==> config.mk <==
export PLATFORM = sky130hd
export DESIGN_NAME = motor_reversal_brake_gate_core
export DESIGN_NICKNAME = d
export VERILOG_FILES = /design/src/sv/mrbg_pkg.sv /design/src/sv/motor_reversal_brake_gate_core.sv /design/src/sv/mrbg_in_reg.sv /design/src/sv/mrbg_gate.sv /design/src/sv/mrbg_out_reg.sv
export SDC_FILE = /design/constraint.sdc
export NUM_CORES = 1
export LEC_CHECK = 0
export ABC_CLOCK_PERIOD_IN_PS = 5980
export BUFFER_PORTS_ARGS = -buffer_cell sky130_fd_sc_hd__buf_4
export CAP_MARGIN = 15
export CORE_MARGIN = 5
export CORE_UTILIZATION = 38
export DETAILED_ROUTE_END_ITERATION = 8
export SLEW_MARGIN = 20
export SYNTH_ARGS = -nofsm -noshare
export SYNTH_HDL_FRONTEND = slang
export SYNTH_SLANG_ARGS = --single-unit
export TNS_END_PERCENT = 30
==> constraint.sdc <==
create_clock -name aclk -period 5.98 [get_ports aclk]
set_input_delay 1.196 -clock aclk [delete_from_list [all_inputs] [get_ports aclk]]
set_output_delay 1.196 -clock aclk [all_outputs]
set_load 0.01 [all_outputs]
==> src/sv/mrbg_pkg.sv <==
// ----------------------------------------------------------------------------
// mrbg_pkg
// Shared types, constants and helpers for the motor reversal brake gate.
// ----------------------------------------------------------------------------
`default_nettype none

package mrbg_pkg;

    // field widths
    localparam int DRIVE_W     = 15;
    localparam int TICK_W      = 16;
    localparam int THRESH_W    = 14;
    localparam int DURATION_W  = 24;
    localparam int MAG_W       = DRIVE_W + 1;
    localparam int MOTOR_IDX_W = 1;
    localparam int MOTOR_COUNT = 2;

    // configuration port
    localparam int CFG_INDEX_W = 1;
    localparam int CFG_DATA_W  = DURATION_W;

    localparam logic [CFG_INDEX_W-1:0] REG_THRESHOLD = 1'd0;
    localparam logic [CFG_INDEX_W-1:0] REG_DURATION  = 1'd1;

    // saturation value of the brake timer
    localparam logic [DURATION_W-1:0] ELAPSED_MAX = {DURATION_W{1'b1}};

    typedef logic signed [DRIVE_W-1:0] drive_t;
    typedef logic [MOTOR_IDX_W-1:0]    motor_idx_t;

    // one input request
    typedef struct packed {
        drive_t                  drive_value;
        motor_idx_t              motor_index;
        logic [TICK_W-1:0]       tick_us;
    } item_t;

    // one result request
    typedef struct packed {
        drive_t drive_out;
        logic   braking;
    } result_t;

    // magnitude of a drive command, one bit wider so that the most negative fits
    function automatic logic [MAG_W-1:0] drive_mag(input drive_t v);
        logic signed [MAG_W-1:0] w;
        begin
            w = {v[DRIVE_W-1], v};
            drive_mag = v[DRIVE_W-1] ? MAG_W'(-w) : MAG_W'(w);
        end
    endfunction

endpackage

`default_nettype wire

==> src/sv/motor_reversal_brake_gate_core.sv <==
// Path: an accepted request is captured in the input register, then its result
// in the result register; a full result register stalls the move between them.
// Throughput: one request per cycle; the input register and the result
// register each hold one request, so full rate needs m_ready high.
// Reset (aresetn low, synchronous) clears both registers' valid flags,
// every motor's last command, brake flag and brake timer, and both
// configuration registers.
// ----------------------------------------------------------------------------
// motor_reversal_brake_gate_core
// Forces a motor command to zero for a hold time after a small-magnitude
// direction reversal, with independent brake state per motor.
// ----------------------------------------------------------------------------
`default_nettype none

module motor_reversal_brake_gate_core (
    input  wire logic                                    aclk,
    input  wire logic                                    aresetn,
    // configuration writes
    input  wire logic                                    cfg_wr_en,
    input  wire logic [mrbg_pkg::CFG_INDEX_W-1:0]        cfg_index,
    input  wire logic [mrbg_pkg::CFG_DATA_W-1:0]         cfg_wdata,
    // command requests
    input  wire logic                                    s_valid,
    output logic                                         s_ready,
    input  wire logic signed [mrbg_pkg::DRIVE_W-1:0]     s_drive_value,
    input  wire logic [mrbg_pkg::MOTOR_IDX_W-1:0]        s_motor_index,
    input  wire logic [mrbg_pkg::TICK_W-1:0]             s_tick_us,
    // result requests
    output logic                                         m_valid,
    input  wire logic                                    m_ready,
    output logic signed [mrbg_pkg::DRIVE_W-1:0]          m_drive_out,
    output logic                                         m_braking
);
    import mrbg_pkg::*;

    logic [THRESH_W-1:0]   threshold_reg;
    logic [DURATION_W-1:0] duration_reg;

    item_t   item_in;
    item_t   item_q;
    logic    item_valid;
    result_t result_d;
    result_t result_q;
    logic    out_valid;
    logic    advance;
    logic    load_in;

    // configuration registers
    always_ff @(posedge aclk) begin
        if (!aresetn) begin
            threshold_reg <= '0;
            duration_reg  <= '0;
        end else if (cfg_wr_en) begin
            unique case (cfg_index)
                REG_THRESHOLD: threshold_reg <= cfg_wdata[THRESH_W-1:0];
                REG_DURATION:  duration_reg  <= cfg_wdata[DURATION_W-1:0];
                default: ;
            endcase
        end
    end

    // flow control between the two registers
    assign advance = item_valid && (!out_valid || m_ready);
    assign s_ready = !item_valid || advance;
    assign load_in = s_valid && s_ready;

    assign item_in.drive_value = s_drive_value;
    assign item_in.motor_index = s_motor_index;
    assign item_in.tick_us     = s_tick_us;

    mrbg_in_reg u_in_reg (
        .aclk       (aclk),
        .aresetn    (aresetn),
        .load       (load_in),
        .advance    (advance),
        .item_in    (item_in),
        .item_valid (item_valid),
        .item_out   (item_q)
    );

    mrbg_gate u_gate (
        .aclk      (aclk),
        .aresetn   (aresetn),
        .advance   (advance),
        .item      (item_q),
        .threshold (threshold_reg),
        .duration  (duration_reg),
        .result    (result_d)
    );

    mrbg_out_reg u_out_reg (
        .aclk         (aclk),
        .aresetn      (aresetn),
        .load         (advance),
        .take         (m_ready),
        .result_in    (result_d),
        .result_valid (out_valid),
        .result_out   (result_q)
    );

    assign m_valid     = out_valid;
    assign m_drive_out = result_q.drive_out;
    assign m_braking   = result_q.braking;

`ifndef SYNTHESIS
    // a request leaving the input register always lands in the result register
    a_advance_lands: assert property (@(posedge aclk) disable iff (!aresetn)
        advance |=> m_valid)
        else $error("advanced request did not reach the result register");

    // a braked result carries a zero command
    a_braked_is_zero: assert property (@(posedge aclk) disable iff (!aresetn)
        (m_valid && m_braking) |-> (m_drive_out == '0))
        else $error("braked result with nonzero command");
`endif

endmodule

`default_nettype wire

==> src/sv/mrbg_in_reg.sv <==
// ----------------------------------------------------------------------------
// mrbg_in_reg
// Input register: captures one request and holds it until it moves on.
// ----------------------------------------------------------------------------
`default_nettype none

module mrbg_in_reg (
    input  wire logic           aclk,
    input  wire logic           aresetn,
    input  wire logic           load,
    input  wire logic           advance,
    input  mrbg_pkg::item_t     item_in,
    output logic                item_valid,
    output mrbg_pkg::item_t     item_out
);
    import mrbg_pkg::*;

    logic  valid_reg;
    item_t item_reg;

    // occupancy flag
    always_ff @(posedge aclk) begin
        if (!aresetn) begin
            valid_reg <= 1'b0;
        end else if (load) begin
            valid_reg <= 1'b1;
        end else if (advance) begin
            valid_reg <= 1'b0;
        end
    end

    // payload capture
    always_ff @(posedge aclk) begin
        if (load) begin
            item_reg <= item_in;
        end
    end

    assign item_valid = valid_reg;
    assign item_out   = item_reg;

endmodule

`default_nettype wire

==> src/sv/mrbg_gate.sv <==
// ----------------------------------------------------------------------------
// mrbg_gate
// Per-motor brake state and the reversal / brake hold decision.
// ----------------------------------------------------------------------------
`default_nettype none

module mrbg_gate (
    input  wire logic                                   aclk,
    input  wire logic                                   aresetn,
    input  wire logic                                   advance,
    input  mrbg_pkg::item_t                             item,
    input  wire logic [mrbg_pkg::THRESH_W-1:0]          threshold,
    input  wire logic [mrbg_pkg::DURATION_W-1:0]        duration,
    output mrbg_pkg::result_t                           result
);
    import mrbg_pkg::*;

    drive_t                prev_reg    [MOTOR_COUNT];
    logic                  active_reg  [MOTOR_COUNT];
    logic [DURATION_W-1:0] elapsed_reg [MOTOR_COUNT];

    drive_t                prev_cur;
    logic                  active_cur;
    logic [DURATION_W-1:0] elapsed_cur;
    logic                  idx_ok;
    logic                  now_pos;
    logic                  now_neg;
    logic                  prev_pos;
    logic                  prev_neg;
    logic [MAG_W-1:0]      thr_ext;
    logic                  reversal;
    logic [DURATION_W:0]   sum;
    logic [DURATION_W-1:0] elapsed_sat;
    logic                  start;
    logic                  hold;

    drive_t                prev_next;
    logic                  active_next;
    logic [DURATION_W-1:0] elapsed_next;

    // read the addressed motor
    assign idx_ok      = (32'(item.motor_index) < 32'(MOTOR_COUNT));
    assign prev_cur    = prev_reg[item.motor_index];
    assign active_cur  = active_reg[item.motor_index];
    assign elapsed_cur = elapsed_reg[item.motor_index];

    // strict sign reversal with both magnitudes under threshold
    assign now_neg  = item.drive_value[DRIVE_W-1];
    assign now_pos  = !now_neg && (item.drive_value != '0);
    assign prev_neg = prev_cur[DRIVE_W-1];
    assign prev_pos = !prev_neg && (prev_cur != '0);
    assign thr_ext  = MAG_W'(threshold);
    assign reversal = ((now_pos && prev_neg) || (now_neg && prev_pos))
                      && (drive_mag(item.drive_value) < thr_ext)
                      && (drive_mag(prev_cur) < thr_ext);

    // saturating brake timer
    assign sum         = {1'b0, elapsed_cur} + (DURATION_W+1)'(item.tick_us);
    assign elapsed_sat = sum[DURATION_W] ? ELAPSED_MAX : sum[DURATION_W-1:0];

    assign start = idx_ok && !active_cur && reversal;
    assign hold  = idx_ok && active_cur && (elapsed_sat < duration);

    // next state of the addressed motor
    always_comb begin
        prev_next    = prev_cur;
        active_next  = active_cur;
        elapsed_next = elapsed_cur;
        if (start) begin
            active_next  = 1'b1;
            elapsed_next = '0;
            prev_next    = item.drive_value;
        end else begin
            if (active_cur) begin
                elapsed_next = elapsed_sat;
                if (!hold) begin
                    active_next = 1'b0;
                end
            end
            if (!hold) begin
                prev_next = item.drive_value;
            end
        end
    end

    // result
    always_comb begin
        result.braking   = start || hold;
        result.drive_out = (start || hold) ? drive_t'('0) : item.drive_value;
    end

    // per-motor state update
    always_ff @(posedge aclk) begin
        if (!aresetn) begin
            for (int i = 0; i < MOTOR_COUNT; i++) begin
                prev_reg[i]    <= '0;
                active_reg[i]  <= 1'b0;
                elapsed_reg[i] <= '0;
            end
        end else if (advance && idx_ok) begin
            prev_reg[item.motor_index]    <= prev_next;
            active_reg[item.motor_index]  <= active_next;
            elapsed_reg[item.motor_index] <= elapsed_next;
        end
    end

`ifndef SYNTHESIS
    // a started brake leaves that motor braking with a cleared timer
    a_start_sets_active: assert property (@(posedge aclk) disable iff (!aresetn)
        (advance && start) |=> (active_reg[$past(item.motor_index)]
                                && elapsed_reg[$past(item.motor_index)] == '0))
        else $error("brake start did not arm motor state");

    // with zero duration no request after the first is held
    a_zero_duration: assert property (@(posedge aclk) disable iff (!aresetn)
        (advance && duration == '0) |-> !hold)
        else $error("brake held with zero duration");
`endif

endmodule

`default_nettype wire

==> src/sv/mrbg_out_reg.sv <==
// ----------------------------------------------------------------------------
// mrbg_out_reg
// Result register: holds one finished result until the consumer takes it.
// ----------------------------------------------------------------------------
`default_nettype none

module mrbg_out_reg (
    input  wire logic           aclk,
    input  wire logic           aresetn,
    input  wire logic           load,
    input  wire logic           take,
    input  mrbg_pkg::result_t   result_in,
    output logic                result_valid,
    output mrbg_pkg::result_t   result_out
);
    import mrbg_pkg::*;

    logic    valid_reg;
    result_t result_reg;

    // occupancy flag
    always_ff @(posedge aclk) begin
        if (!aresetn) begin
            valid_reg <= 1'b0;
        end else if (load) begin
            valid_reg <= 1'b1;
        end else if (take) begin
            valid_reg <= 1'b0;
        end
    end

    // payload capture
    always_ff @(posedge aclk) begin
        if (load) begin
            result_reg <= result_in;
        end
    end

    assign result_valid = valid_reg;
    assign result_out   = result_reg;

endmodule

`default_nettype wire
==> Word-level counts from Yosys, hierarchy flattened <==
Memories as Yosys holds them, arrays and structs flattened. A register that Yosys moved wholly into a read port is not among the register bits.
Cells that the tools add are included.
Widths: inputs -> output; s select.
{ "word_totals": {"register_bits": 88, "latch_bits": 0, "ram_bits": 80, "mem_bits_ro": 0, "memories": 3} }
{ "memory_table": {"columns": ["name", "depth", "word_bits", "read_ports", "rd_ports_with_merged_regs", "wr", "line", "text"], "rows": [
  ["u_gate.elapsed_reg", 2, 24, 1, 1, 2, "mrbg_gate.sv:20", "logic [DURATION_W-1:0] elapsed_reg [MOTOR_COUNT];"],
  ["u_gate.prev_reg", 2, 15, 1, 1, 2, "mrbg_gate.sv:18", "drive_t prev_reg [MOTOR_COUNT];"],
  ["u_gate.active_reg", 2, 1, 1, 1, 2, "mrbg_gate.sv:19", "logic active_reg [MOTOR_COUNT];"]
]} }
{ "op_classes": {"addsub": 3, "mul": 0, "n_div": 0, "order_cmp": 3, "eq_ne": 0, "n_shift": 0, "n_mux": 30, "n_bitwise": 1, "reduce_logical": 28} }
{ "ops": {"columns": ["operator", "count"], "rows": [
  ["$mux 24", 4],
  ["$mux 15", 3],
  ["$lt 16x14->1", 2],
  ["$mux 16", 2],
  ["$neg 15->16", 2],
  ["$reduce_bool 15->1", 2],
  ["$add 24x16->25", 1],
  ["$lt 24x24->1", 1],
  ["$reduce_or 24->1", 1],
  ["$mux 1", 21],
  ["$reduce_or 15->1", 1],
  ["$logic_and 1x1->1", 10],
  ["$logic_not 1->1", 5],
  ["$logic_or 1x1->1", 4],
  ["$reduce_and 2->1", 2],
  ["$reduce_bool 2->1", 2],
  ["$not 1->1", 1],
  ["$reduce_or 1->1", 1]
]} }

==> Depth between registers and ports, before layout <==
{ "depth": {"ltp_word": 9, "depth_mapped": 23, "depth_no_buf": 17} }

==> Cells and area by module <==
From an unflattened synthesis, not the netlist that was laid out.
{ "hier_totals": {"cells_unflattened": 1038, "hier_area_um2": 10470.0} }
{ "modules_own_cells": {"columns": ["mod", "n_inst", "cells_per_inst", "area_per_inst_um2"], "rows": [
  ["mrbg_gate", 1, 826, 7464.7],
  ["motor_reversal_brake_gate_core", 1, 158, 1481.4],
  ["mrbg_in_reg", 1, 35, 1002.2],
  ["mrbg_out_reg", 1, 19, 521.8]
]} }

==> Worst setup path after synthesis <==
Ideal clock, no wire load.
{ "synth_timing": {"kind": "register -> register", "start": "reg (tool-made name)", "end": "mem u_gate.prev_reg[0][14] (netlist name) (data pin)", "setup_time_ps": 281, "t_arrival_ps": 5846, "required_ps": 5699, "slack_ps": -147, "stages_incl_launch_ff": 24, "n_path_buf": 7, "period_less_slack_ps": 6127, "cell_sequence": "dfxtp_1 buf_6 buf_4 buf_1 clkbuf_1 mux2_2 ha_1 fa_1 a21o_1 a41oi_1 a31oi_1 o211ai_1 clkbuf_1 buf_1 nand2_1 ha_1 a21o_1 a221oi_1 o211ai_1 nor4_1 a21o_1 and2_1 buf_2 a211oi_1"} }
{ "synth_rtl": {"columns": ["item", "line"], "rows": [
  ["end: declaration", "mrbg_gate.sv:18"]
]} }

==> metrics <==
H-tree Lvls=4; met2 GRT Util=25.95%; total gr overflow=0; worst hold path type=flop to flop; clock share of power=36.2%; via count=7338; CTS Buffer Depth=2; sequential fraction of the synthesis area=47.42%; initial antenna violation count=0; routed wire length=24400 um; violation count after the first detailed-routing iteration=473; core area=25250 um^2; most common cell after layout, fill and taps aside=edfxtp_1; # diodes=0; Avg Vias per Cell=5.392; DP Area=10760 um^2; number of enable flip-flop cells after synthesis=126; Mapped Nets=1076; DR WL/cell=17.93 um; die area=29090 um^2; critical path fanouts, max=18; Largest register FFs=48; GRT Max-Usage Layer=met2; CP arrival=5.74 ns; P&R area growth vs syn=15.92%; async set-reset flop share out of synthesis=0%; CP endpoint kind=flop; met3 usage=2.750%; largest net degree at the start of global routing=47; post-CTS setup buffer count=0; leakage power=4.312 nW; IO Pins=80; cells after synthesis=946; Mapped Avg Cell Area=10.35 um^2; status=complete, no violations; Hold Vio Cnt, Final=0; area of the mapped netlist=9794 um^2; port bufs=79; CP Data Required Time=6.28 ns; Yosys cell types=68; Post-synth top flop=edfxtp_1; Final Setup Violations=0; fin crit share=90.95%; Chip Width=170.5 um; combinational power share=19.9%; Critical Path Start Type=flop; skew final=0.01176 ns; register area=4646 um^2; Post-DRT Antenna Nets=0; internal power=0.002248 W; Yosys Warn Count=0; final non-filler cell total=1361; # rows=58; FF+latch count, synth=169; CTS Sinks=169; peak supply drop=0.1878 mV; first-pass GRT wire length=38700 um; Clock Latency Late Sink=0.43 ns; Reg clk slew, reported paths=0.07 ns; maxcap violations=0; nets=1148; TritonCTS clock tree=yes; grt met1 use=24.59%; TritonCTS Buffers=17; Rel. slew slack=28.29%; die height=170.5 um; Initial DRT Pass Iterations=5; vias in the first global route=7104; most frequent cells in the layout=edfxtp_1, nand2_1, buf_4; Max Clk Rate=0.1839 GHz; fin crit period=5.439 ns; Total GRT Usage=16.87%; PD cells=273.4 nW/um^2; switch share=27.56%; CP Class=flop to flop; NetSw=0.0008554 W; R2R cell count=19; Final HPWL DP=17410 um; Placer Congestion=0.8522; layout cells sized above 1=16.59%; fill cell total of the finished layout=2432; Initial Util=38.78%; Setup TNS=0 ns; DRC=0; Multi-input gate area=4785 um^2; hold depth=2; RSZ-0062 raised after global routing=no; Root Driver=clkbuf_16; Design Area, Final=11350 um^2; Worst Tran Pin Value=1.073 ns; DP Cell Count=1329; Slew Limit Fails=0; Flop pwr share=43.9%
[Yosys cell counts, drive strengths merged (25+ instances only)]
library cell	n	area [um^2]
edfxtp	126	3784
nand2	124	465.5
ha	67	838.3
nor2	59	221.5
inv	49	183.9
dfxtp	43	860.8
o21ai	40	200.2
a21boi	39	304.0
a21oi	39	195.2
a211oi	35	262.8
xnor2	27	236.5
clkbuf	26	97.59
mux2i	25	250.2
[worst paths after layout]
kind                   start                  endpoint  slack, ns
min reg2reg  duration_reg[4]           duration_reg[4]       0.46
max reg2reg             flop  u_out_reg.result_out[12]       0.54
min          duration_reg[4]           duration_reg[4]       0.46
max                     flop  u_out_reg.result_out[12]       0.54
[final cells by class]
class	count	share of cell area [%]
sequential	169	40.92
timing repair buffer	95	6.502
inverter	49	1.620
tap	330	3.637
clock inverter	12	1.333
multi-input combinational	686	42.14
clock buffer	20	3.846
[kinds of logic (layout without fill, tap and decap cells)]
logic type      Yosys count  count (layout)  synth area share (%)
simple gates            288             288                 13.77
compound gates          242             242                 17.40
flops                   169             169                 47.42
fa+ha+maj                68              68                 8.763
buf+inv                  91             176                 3.807
mux                      49              49                 5.353
xor+xnor                 39              39                 3.488
[metrics by stage]
| stage | utilization [%] | hold WS [ns] | power [W] | setup slack (ns) |
|---|---|---|---|---|
| after floorplan | - | 0.4400 | 0.001807 | 0.1193 |
| after global placement | 42.61 | 0.4530 | 0.001989 | 0.3391 |
| after detailed placement | 42.61 | 0.4591 | 0.001997 | 0.1879 |
| after CTS | 44.94 | 0.4679 | 0.003117 | 0.1455 |
| after global routing | 44.96 | 0.4878 | 0.003248 | 0.06879 |
| final | 44.96 | 0.4644 | 0.003104 | 0.5415 |
[repair_timing]
action | CTS | global route
hold buffers | 0 | 0
resized for setup | 0 | 1
endpoints found under the setup margin | 0 | 24
[routing by layer]
layer	share of wire, %	vias to the layer above
met5	0	-
met3	4.6	27
met2	45	184
met1	49	3513
met4	1.5	0
li1	-	3614
[power groups by stage]
| stage | clock network [W] | logic [W] | registers (W) |
|---|---|---|---|
| floorplan | 0 | 0.000431 | 0.00138 |
| global placement | 0 | 0.000602 | 0.00139 |
| detailed placement | 0 | 0.000610 | 0.00139 |
| CTS | 0.00114 | 0.000614 | 0.00136 |
| global route | 0.00119 | 0.000690 | 0.00137 |
| finish | 0.00112 | 0.000617 | 0.00136 |
[worst max-delay path, cell delays in order, from the launching register on]
cell and delay, ns:
dfxtp_2 0.42, buf_4 0.19, mux2_2 0.35, ha_1 0.22
fa_1 0.41, a21o_1 0.21, a41oi_1 0.34, a31oi_1 0.26
o211ai_1 0.37, buf_4 0.32, nand2_1 0.08, mux2_2 0.26
ha_1 0.35, nand4_1 0.11, nor3_1 0.22, o21ai_0 0.12
a21o_1 0.18, buf_4 0.20, a21boi_4 0.46, and2_1 0.21
Note: power is estimated with default switching activity, not from simulation.
